$ cat src/bfld_pkg.sv
`timescale 1ns / 1ps
// ----------------------------------------------------------------------------
// bfld_pkg
// shared types and constants of the box filter line decimator
// ----------------------------------------------------------------------------
package bfld_pkg;

    localparam int CFG_W    = 13;   // width registers
    localparam int COEF_W   = 48;   // gain and offset
    localparam int SAMPLE_W = 32;
    localparam int SUM_W    = 44;   // running sum of one box
    localparam int AVG_W    = 40;
    localparam int IDX_W    = 12;
    localparam int FRAC_BITS = 8;
    localparam int NUM_W    = SUM_W + FRAC_BITS;   // dividend magnitude
    localparam int ERR_W    = CFG_W + 2;           // boundary error term
    localparam int ACC_W    = 90;                  // display accumulator
    localparam int DISP_SHIFT = FRAC_BITS + 32;    // fraction bits of the product
    localparam int OFS_SHIFT  = FRAC_BITS + 16;    // aligns offset to the product

    localparam logic [1:0] REG_IN_WIDTH  = 2'd0;
    localparam logic [1:0] REG_OUT_WIDTH = 2'd1;
    localparam logic [1:0] REG_GAIN      = 2'd2;
    localparam logic [1:0] REG_OFFSET    = 2'd3;

    localparam logic [7:0] BYTE_MASK = 8'hFF;

    // one finished box handed from front to back
    typedef struct packed {
        logic signed [SUM_W-1:0] sum;
        logic [CFG_W-1:0]        count;
        logic [IDX_W-1:0]        index;
        logic                    last;
    } job_t;

    typedef enum logic [1:0] {
        BK_IDLE,
        BK_DIV,
        BK_MUL,
        BK_DONE
    } back_state_t;

endpackage

$ cat src/bfld_queue.sv
`timescale 1ns / 1ps
// ----------------------------------------------------------------------------
// bfld_queue
// two entry job queue between front and back
// ----------------------------------------------------------------------------
module bfld_queue
    import bfld_pkg::*;
(
    input  logic clk,
    input  logic rst_n,
    input  logic push,
    input  job_t push_job,
    input  logic pop,
    output logic full,
    output logic valid,
    output job_t head
);

    job_t       mem_reg [2];
    logic       wr_ptr_reg;
    logic       rd_ptr_reg;
    logic [1:0] fill_reg;

    assign full  = fill_reg == 2'd2;
    assign valid = fill_reg != 2'd0;
    assign head  = mem_reg[rd_ptr_reg];

    // storage
    always_ff @(posedge clk)
    begin
        if (push)
            mem_reg[wr_ptr_reg] <= push_job;
    end

    // pointers and fill level
    always_ff @(posedge clk or negedge rst_n)
    begin
        if (!rst_n)
        begin
            wr_ptr_reg <= 1'b0;
            rd_ptr_reg <= 1'b0;
            fill_reg   <= 2'd0;
        end
        else
        begin
            if (push)
                wr_ptr_reg <= ~wr_ptr_reg;
            if (pop)
                rd_ptr_reg <= ~rd_ptr_reg;
            if (push && !pop)
                fill_reg <= fill_reg + 2'd1;
            else if (pop && !push)
                fill_reg <= fill_reg - 2'd1;
        end
    end

endmodule

$ cat config.mk
export PLATFORM = sky130hd
export DESIGN_NAME = bfld_queue
export DESIGN_NICKNAME = d
export VERILOG_FILES = /design/src/bfld_pkg.sv /design/src/bfld_queue.sv
export SDC_FILE = /design/constraint.sdc
export NUM_CORES = 1
export LEC_CHECK = 0
export BUFFER_PORTS_ARGS = -buffer_cell sky130_fd_sc_hd__buf_2
export CAP_MARGIN = 30
export CORE_AREA = 2 2 105 107
export CTS_BUF_LIST = sky130_fd_sc_hd__clkbuf_4 sky130_fd_sc_hd__clkbuf_8
export DETAILED_ROUTE_END_ITERATION = 10
export DIE_AREA = 0 0 107 109
export GPL_TIMING_DRIVEN = 0
export PLACE_DENSITY = 0.8
export SETUP_SLACK_MARGIN = 0.1
export SYNTH_ARGS = -nofsm -noshare
export SYNTH_HDL_FRONTEND = slang
export SYNTH_SLANG_ARGS = --single-unit
$ cat constraint.sdc
create_clock -name clk -period 4.7 [get_ports clk]
set_input_delay 0.47 -clock clk [delete_from_list [all_inputs] [get_ports clk]]
set_output_delay 0.47 -clock clk [all_outputs]
set_load 0.01 [all_outputs]
==> results list <==
- Clock tree synthesis selected as its root buffer the cell clkbuf_8.
- Cell depth of the worst hold path: 1
- The finished cells cover 7060 um^2.
- Dividing the detail-routed wire length by the instance count gives 16.7 um.
- Worst-case clock skew: about 0.0064 ns
* Sequential fraction of the synthesis area: 0.770
* VDD IR max: 0.406 mV
- Counting I/O delays and the setup requirement, the final critical path takes 2.08 ns.
- Number of antenna violations at the first check in global routing: 1
- Synthesized netlist cell count: 234
- Of all nets on the critical path, the largest fanout is 10.
- The first detailed-routing pass ran for 4 iterations.
* Synth cell types: 14
- Worst-margin pin slew: approximately 0.51 ns
- Initial cell density of the core: 0.527
- Die outline height: about 110 um
* Overflow left after global routing: 0
- Power per cell area: between 600 and 700 nW/um^2
- Once detail routing completed, the nets flagged for antenna violations numbered 0.
* Io pins: between 100 and 150
- Leading cell type in the layout, fill and taps excluded: buf_2
* X dimension of the die: between 100 and 150 um
- Wires add up to slightly above 9000 um.
- Setup violations remaining at the end of the flow were counted as 0.
- Number of global-route vias before repair: around 2800
- Measured on the finished design, the core utilization comes to 0.666.
- The register with the most flip-flops in the layout has 140 of them.
- Global router's overall resource usage: 0.165
- Antenna fix cells: 0
- The clock reaches the later pin of the worst-skew pair after roughly 0.42 ns.
- Clock tree synthesis inserted a total of 17 buffers.
* Reg clk slew, reported paths: roughly 0.08 ns
- Number of maximum-capacitance violations: 0
* HP Start: push_job[16]
* Commonest non-fill, non-tap cells in the layout: buf_2, edfxtp_1, mux2_4, clkbuf_8, buf_12
- Worst-case hold path end point: mem_reg[1][16]
* Post-route fraction of the period consumed by the critical path: 0.442
- Data arrives at the worst endpoint at ~1.6 ns.
* Share of layout cells above drive strength 1: 0.629
- The final hold violation count came to 0.
- In this design, the stage delay of the slowest critical-path cell is between 0.3 and 0.4 ns.
* Worst-case clock buffer depth: 2
* Endpoint required time on the critical path: approximately 4.2 ns
* Max-slew headroom at the worst pin: 0.658
* Total number of clock tree sinks: ~140
* Worst reg2reg path startpoint: wr_ptr_reg
* Worst reg2reg endpoint: mem_reg[0][30]
- Unrepaired setup endpoints after global routing: false
- When the netlist entered floorplanning its net count stood at about 300.
* Sort of element at the start of the critical path: register
* Cell depth of the worst flop-to-flop path: 3
* Static Leakage: slightly below 3 nW
- In this run, the number of DRC markers left after iteration 0 of detailed routing was ~130.
* Wire length of the first global-routing pass: around 14000 um
- Clock tree from TritonCTS: done
- DRC violations left: 0
- Std-Cell Rows: 38
- Placed standard-cell area: between 6000 and 7000 um^2
- In this run, post-CTS repair resized a total of 0 instances.
* Routed vias: between 2000 and 3000
- Detailed placement HPWL: 6230 um
* Synthesized area: approximately 5600 um^2
* Result of the run: finished clean
- CTS built an H-tree with a depth of 4.
* Cts hold-fix bufs: 1
- Worst-case register-to-register setup slack: around 3 ns
* Critical-path top delay cell: dfrtp_1
- STA classifies the critical path endpoint as an output port.
* Count of buffers inserted at the top-level ports: 145
* #FFs+latches synth: 144
- After clock tree synthesis, the setup repair step added 0 buffers.
* Area of the core: between 10000 and 15000 um^2
- Gpl congestion: between 0.6 and 0.7
* Class of the most critical setup path: register to output port
* Final-stage net count: around 480
- Walking the worst path, the cells encountered are buf_6, buf_12, mux2_4, buf_2.
- Largest net degree at the start of global routing: 57
- Synthesized area divided by synthesized cell count: approximately 24 um^2
* Vias per Instance: between 4 and 5
- The Yosys step of the flow raised 0 warnings.
- Class of the tightest hold or removal check: primary input to register
* Final Max Tran Viols: 0
- Die ar.: 11700 um^2
- Based on the critical path, the design can be clocked at up to slightly below 500 MHz.
- From synthesis to final layout, the design area changed by 26.3%.
worst max path at each step:
stage                     from  slack [ns]  cells past startpoint       endpoint
finish              rd_ptr_reg        2.62                      4       head[23]
global route        rd_ptr_reg        2.54                      4       head[31]
CTS                 rd_ptr_reg        2.57                      4       head[23]
detailed placement        push        2.78                      4  mem_reg[0][6]
global placement          push       -1.12                      2  mem_reg[0][3]
floorplan                 push        0.65                      1  mem_reg[0][0]
layer usage:
metal  track usage  wire length (um)
met1         0.182              3520
met2         0.276              4820
met3        0.0687               681
met4        0.0798               238
met5             0                13
final cells by class:
class	count	area, um^2
flip-flops and latches	144	4300
repair buffers	149	803
multi-input cells	81	1140
inverters	1	3.75
fillers	734	3540
clock buffers	22	272
well taps	140	175
plain buffers	8	151
clock inverters	10	211
critical path, delay by kind of cell, from the launching register on:
kind | cells | cell delay [ns]
buffers and inverters | 3 | 0.54
multiplexers | 1 | 0.30
flip-flops | 1 | 0.34
cells by family (layout without fill, tap and decap cells):
| logic type | Yosys count | count (layout) | share of synthesized area |
|---|---|---|---|
| buffers and inverters | 9 | 190 | 0.0277 |
| xor gates and xnor gates | 5 | 5 | 0.00783 |
| muxes | 70 | 70 | 0.187 |
| adders and majority gates | 1 | 1 | 0.00224 |
| DFF | 144 | 144 | 0.770 |
| and+or+nand+nor | 5 | 5 | 0.00515 |
stage by stage:
| step | cells | TNS, ns | power, mW | worst slack (ns) | hold slack, ns |
|---|---|---|---|---|---|
| floorplan | 234 | 0 | 2.83 | 0.652 | 0.174 |
| detailed placement | 522 | 0 | 3.28 | 2.78 | 0.280 |
| finish | 555 | 0 | 4.37 | 2.62 | 0.232 |
| global route | 555 | 0 | 4.58 | 2.54 | 0.192 |
| CTS | 555 | 0 | 4.43 | 2.57 | 0.199 |
| global placement | 519 | -78.42 | 3.24 | -1.12 | 0.276 |
synthesized netlist by cell type (all sizes together):
cell type,count,area (um^2)
ha,1,12.5
xor2,4,35.0
and2,1,6.26
edfxtp,140,4200
inv,1,3.75
mux2,70,1050
xnor2,1,8.76
or2,1,6.26
buf,8,151
dfrtp,4,100
nor2b,2,12.5
nor2,1,3.75
power by group:
group | switching, mW | internal, mW
sequential | 0.0713 | 1.70
combinational | 0.664 | 0.792
clock | 0.428 | 0.717
Power figures use the tool's default switching activity.
