[src/bfld_pkg.sv]
`timescale 1ns / 1ps
// ----------------------------------------------------------------------------
// bfld_pkg
// shared types and constants of the box filter line decimator
// ----------------------------------------------------------------------------
package bfld_pkg;

    localparam int CFG_W    = 13;   // width registers
    localparam int COEF_W   = 48;   // gain and offset
    localparam int SAMPLE_W = 32;
    localparam int SUM_W    = 44;   // running sum of one box
    localparam int AVG_W    = 40;
    localparam int IDX_W    = 12;
    localparam int FRAC_BITS = 8;
    localparam int NUM_W    = SUM_W + FRAC_BITS;   // dividend magnitude
    localparam int ERR_W    = CFG_W + 2;           // boundary error term
    localparam int ACC_W    = 90;                  // display accumulator
    localparam int DISP_SHIFT = FRAC_BITS + 32;    // fraction bits of the product
    localparam int OFS_SHIFT  = FRAC_BITS + 16;    // aligns offset to the product

    localparam logic [1:0] REG_IN_WIDTH  = 2'd0;
    localparam logic [1:0] REG_OUT_WIDTH = 2'd1;
    localparam logic [1:0] REG_GAIN      = 2'd2;
    localparam logic [1:0] REG_OFFSET    = 2'd3;

    localparam logic [7:0] BYTE_MASK = 8'hFF;

    // one finished box handed from front to back
    typedef struct packed {
        logic signed [SUM_W-1:0] sum;
        logic [CFG_W-1:0]        count;
        logic [IDX_W-1:0]        index;
        logic                    last;
    } job_t;

    typedef enum logic [1:0] {
        BK_IDLE,
        BK_DIV,
        BK_MUL,
        BK_DONE
    } back_state_t;

endpackage

[src/bfld_front.sv]
`timescale 1ns / 1ps
// ----------------------------------------------------------------------------
// bfld_front
// accumulates samples and finds box boundaries without a divider
// ----------------------------------------------------------------------------
module bfld_front
    import bfld_pkg::*;
#(
    parameter int MAX_WIDTH = 4096
)
(
    input  logic                       clk,
    input  logic                       rst_n,
    input  logic                       accept,
    input  logic signed [SAMPLE_W-1:0] sample,
    input  logic [CFG_W-1:0]           in_width,
    input  logic [CFG_W-1:0]           out_width,
    input  logic                       clear,
    output logic                       job_push,
    output job_t                       job
);

    logic [CFG_W-1:0]        iw;
    logic [CFG_W-1:0]        ow;
    logic [CFG_W-1:0]        span_in;
    logic [CFG_W-1:0]        span_out;
    logic [ERR_W-1:0]        err_reg;
    logic [CFG_W-1:0]        pos_reg;
    logic signed [SUM_W-1:0] sum_reg;
    logic [CFG_W-1:0]        count_reg;
    logic signed [SUM_W-1:0] sum_next;
    logic [CFG_W-1:0]        count_next;
    logic                    emit;
    logic                    last;

    // clamp widths to legal range
    always_comb
    begin
        if (in_width < CFG_W'(2))
            iw = CFG_W'(2);
        else if (int'(in_width) > MAX_WIDTH)
            iw = CFG_W'(MAX_WIDTH);
        else
            iw = in_width;
        if (out_width < CFG_W'(2))
            ow = CFG_W'(2);
        else if (out_width > iw)
            ow = iw;
        else
            ow = out_width;
        span_in  = iw - CFG_W'(1);
        span_out = ow - CFG_W'(1);
    end

    // err = p*(iw-1) - j*(ow-1); box ends where err < ow-1
    always_comb
    begin
        sum_next   = sum_reg + SUM_W'(sample);
        count_next = count_reg + CFG_W'(1);
        emit       = err_reg < ERR_W'(span_out);
        last       = pos_reg == span_out;
        job_push   = accept && emit;
        job.sum    = sum_next;
        job.count  = count_next;
        job.index  = pos_reg[IDX_W-1:0];
        job.last   = last;
    end

    // line state
    always_ff @(posedge clk or negedge rst_n)
    begin
        if (!rst_n)
        begin
            err_reg   <= '0;
            pos_reg   <= '0;
            sum_reg   <= '0;
            count_reg <= '0;
        end
        else if (clear || (accept && emit && last))
        begin
            err_reg   <= '0;
            pos_reg   <= '0;
            sum_reg   <= '0;
            count_reg <= '0;
        end
        else if (accept && emit)
        begin
            err_reg   <= err_reg + ERR_W'(span_in) - ERR_W'(span_out);
            pos_reg   <= pos_reg + CFG_W'(1);
            sum_reg   <= '0;
            count_reg <= '0;
        end
        else if (accept)
        begin
            err_reg   <= err_reg - ERR_W'(span_out);
            sum_reg   <= sum_next;
            count_reg <= count_next;
        end
    end

endmodule

[config.mk]
export PLATFORM = sky130hd
export DESIGN_NAME = bfld_front
export DESIGN_NICKNAME = d
export VERILOG_FILES = /design/src/bfld_pkg.sv /design/src/bfld_front.sv
export SDC_FILE = /design/constraint.sdc
export NUM_CORES = 1
export LEC_CHECK = 0
export BUFFER_PORTS_ARGS = -buffer_cell sky130_fd_sc_hd__buf_2
export CORE_ASPECT_RATIO = 0.7
export CORE_MARGIN = 3
export CORE_UTILIZATION = 50
export DETAILED_ROUTE_END_ITERATION = 16
export GPL_TIMING_DRIVEN = 0
export PLACE_DENSITY = 0.76
export SLEW_MARGIN = 20
export SYNTH_ARGS = -nofsm -noshare
export SYNTH_HDL_FRONTEND = slang
export SYNTH_SLANG_ARGS = --single-unit
[constraint.sdc]
create_clock -name clk -period 7.77 [get_ports clk]
set_input_delay 0.3885 -clock clk [delete_from_list [all_inputs] [get_ports clk]]
set_output_delay 0.3885 -clock clk [all_outputs]
set_load 0.02 [all_outputs]
==> flow_metrics.env <==
export IMPL_drc_errors=0
export IMPL_synth_ff_type="dfrtp_1"
export IMPL_vias=8596
export IMPL_clk_pin_slew_ns=0.07
export IMPL_pwr_share_clk_pct=15.5
export IMPL_max_clock_freq_ghz=0.134
export IMPL_die_h_um=118
export IMPL_ant_nets=0
export IMPL_endpoint_kind="output port"
export IMPL_period_share_pct=95.8
export IMPL_synthArstFlopShare_pct=100
export IMPL_yosysTopAreaCell="dfrtp_1"
export IMPL_p_sw_mw=1.47
export IMPL_wl_per_cell_um=17.5
export IMPL_die_area_mm2=0.0196
export IMPL_hpwl_mm=19.9
export IMPL_cp_slowest_cell="or4_1"
export IMPL_maxCapViolCount=0
export IMPL_slowest_delay_ns=0.50
export IMPL_clockBufferDepth=2
export IMPL_swShare_pct=47.3
export IMPL_syn_area_mm2=0.00895
export IMPL_worst_pin_slew_ns=0.947
export IMPL_fin_tns_setup_ns=0
export IMPL_relSlewSlack_pct=36.3
export IMPL_clock_skew_ns=0.00964
export IMPL_wl_mm=25.3
export IMPL_instances_no_fill=1441
export IMPL_power_density_mw_per_mm2=299
export IMPL_dr_pass1_iters=5
export IMPL_status="finished clean"
export IMPL_cts_htree_levels=3
export IMPL_ys_types=84
export IMPL_setup_viol=0
export IMPL_antenna_found_initial=0
export IMPL_cp_depth=30
export IMPL_cp_endpoint="job_push"
export IMPL_largest_reg_flops=44
export IMPL_avgSynthCellArea_um2=8.44
export IMPL_seqPwrFrac_pct=19.6
export IMPL_dp_cells=1423
export IMPL_grtUsageTotal_pct=25.1
export IMPL_pin_count=133
export IMPL_overflow=0
export IMPL_first_iter_violations=739
export IMPL_regArea_mm2=0.00213
export IMPL_cts_made_buffers=9
export IMPL_slew_viol_final=0
export IMPL_gp_congestion=0.995
export IMPL_crit_type="in2out"
export IMPL_p_leak_nw=5.18
export IMPL_port_buffers=130
export IMPL_final_common_cell="buf_2"
export IMPL_min_path_type="in2async"
export IMPL_r2r_start="err_reg[2]"
export IMPL_ys_seq_elements=85
export IMPL_crit_fanout=15
export IMPL_grt_pass1_vias=8189
export IMPL_start_util_pct=51.5
export IMPL_syn_to_final_growth_pct=15.8
export IMPL_ff2ff_path_depth=15
export IMPL_synth_top_area_share_pct=23.8
export IMPL_die_x_um=166
export IMPL_critical_path_arrival_ns=7.06
export IMPL_layout_common_cells="buf_2 (137), ha_1 (87), dfrtp_1 (85)"
export IMPL_syn_inst=1060
export IMPL_grt_setup_unrepaired="false"
export IMPL_startpoint_type="input port"
export IMPL_fp_row_count=40
export IMPL_coreArea_mm2=0.0174
export IMPL_drive_gt1_share_pct=17.6
export IMPL_synth_area_leaders="dfrtp_1 (24%), ha_1 (12%), xnor2_1 (6.3%)"
export IMPL_required_ns=7.38
export IMPL_grt_max_degree=49
export IMPL_cpMostUsedCell="buf_2"
export IMPL_routed_via_density=5.97
export IMPL_multi_input_area_mm2=0.00635
export IMPL_diodes=0
export IMPL_path_buf_inv=6
export IMPL_synth_yosys_seq_area_share_pct=23.8
export IMPL_grt_first_pass_wirelength_mm=41.5
export IMPL_fin_crit_ns=7.44
export IMPL_r2r_slack_ns=3.65
export IMPL_ys_warn_count=0
export IMPL_vdd_ir_drop_max_mv=0.130
export IMPL_p_int_mw=1.63
export IMPL_cts_tree="yes"
export IMPL_critPathTopFamily="simple AND/OR/NAND/NOR gates"
export IMPL_cts_root_buf="clkbuf_16"
export IMPL_r2r_end="err_reg[14]"
export IMPL_numClockSinks=85
export IMPL_fillCellCount=1550
export IMPL_synth_edf_count=0
export IMPL_pwr_share_comb_pct=64.8
export IMPL_synth_nets=1223
export IMPL_fin_nets=1369
export IMPL_hold_viol=0
export IMPL_cp_startpoint="in_width[7]"
export IMPL_clock_latency_ns=0.34
-- layer usage --
| layer | GRT usage [%] | up-vias | routed length (um) | part of all wire (%) |
|---|---|---|---|---|
| li1 | - | 4156 | - | - |
| met1 | 38.5 | 4116 | 12500 | 50 |
| met2 | 36.9 | 302 | 10700 | 42 |
| met3 | 4.83 | 22 | 1840 | 7.3 |
| met4 | 4.73 | 0 | 216 | 0.85 |
| met5 | 0 | - | 0 | 0 |
-- final cells by class --
class | instances | share of cell area, %
multi-input combinational | 845 | 61.3
sequential | 85 | 20.5
timing repair buffer | 136 | 6.84
inverter | 84 | 3.09
tap | 231 | 2.79
buffer | 45 | 2.34
clock buffer | 9 | 2.17
clock inverter | 6 | 0.930
-- cells by family (layout without fill, tap and decap cells) --
kind of cell    after synthesis  after routing  share of synthesized area (%)
flops                        85             85                           23.8
fa+ha+maj                   104            104                           15.6
mux                          11             11                           1.34
xor+xnor                     95             95                           9.45
simple gates                292            292                           16.9
compound gates              343            343                           26.7
buf+inv                     130            280                           6.24
-- worst min path at each step --
stage	start	end	slack, ns	cells past startpoint
floorplan	rst_n	count_reg[0]	0.09	0
global placement	err_reg[0]	err_reg[0]	0.48	1
detailed placement	rst_n	sum_reg[28]	0.45	1
CTS	rst_n	sum_reg[32]	0.07	1
global route	rst_n	sum_reg[37]	0.1	1
finish	rst_n	sum_reg[27]	0.05	1
-- synth_stat cells, types with 9 or more instances --
cell type,number
a211oi_1,9
a21o_1,46
a21oi_1,71
a22o_1,62
buf_4,14
clkbuf_1,23
dfrtp_1,85
fa_1,13
ha_1,88
inv_1,83
nand2_1,73
nand2b_1,17
nand3_1,26
nand3b_1,12
nand4_1,12
nor2_1,60
nor2b_1,12
nor3_1,29
o21ai_0,66
o21bai_1,9
or3_1,9
xnor2_1,64
xor2_1,30
-- worst register-to-register path, cell delays in order, from the launching register on --
cell and delay (ns):
dfrtp_1 0.40, inv_1 0.08, fa_1 0.53, inv_1 0.04, ha_1 0.32, nor2b_1 0.15, o21ai_0 0.24, a21oi_1 0.12
o21ai_0 0.23, a21oi_1 0.12, o21ai_0 0.28, a21oi_1 0.17, o41ai_1 0.72, nor3_1 0.08, or3_1 0.37, a41oi_1 0.18
-- stage by stage --
step	setup WS (ns)	area, um^2	utilization, %	power (mW)	hold WS (ns)
final	0.325	10400	59.7	3.10	0.0455
after global routing	0.0195	10400	59.7	3.35	0.0971
after floorplan	0.967	8950	-	2.07	0.0929
after detailed placement	-0.698	9910	57.1	2.56	0.451
after CTS	0.0963	10300	59.2	3.06	0.0744
after global placement	-1.19	9890	56.9	2.50	0.481
-- what timing repair did --
action	in CTS	in global routing
cloned	0	0
gates resized for setup	10	10
setup endpoints to repair	23	81
pin swaps	0	2
buffers inserted	0	4
hold buffers	0	0
-- power groups by stage --
| stage | Clock [mW] | Sequential, mW | Combinational [mW] |
|---|---|---|---|
| after floorplan | 0 | 0.588 | 1.48 |
| after global placement | 0 | 0.612 | 1.89 |
| after detailed placement | 0 | 0.612 | 1.94 |
| after CTS | 0.489 | 0.607 | 1.97 |
| after global routing | 0.506 | 0.621 | 2.23 |
| final | 0.481 | 0.609 | 2.01 |
(Power assumes the default switching activity.)
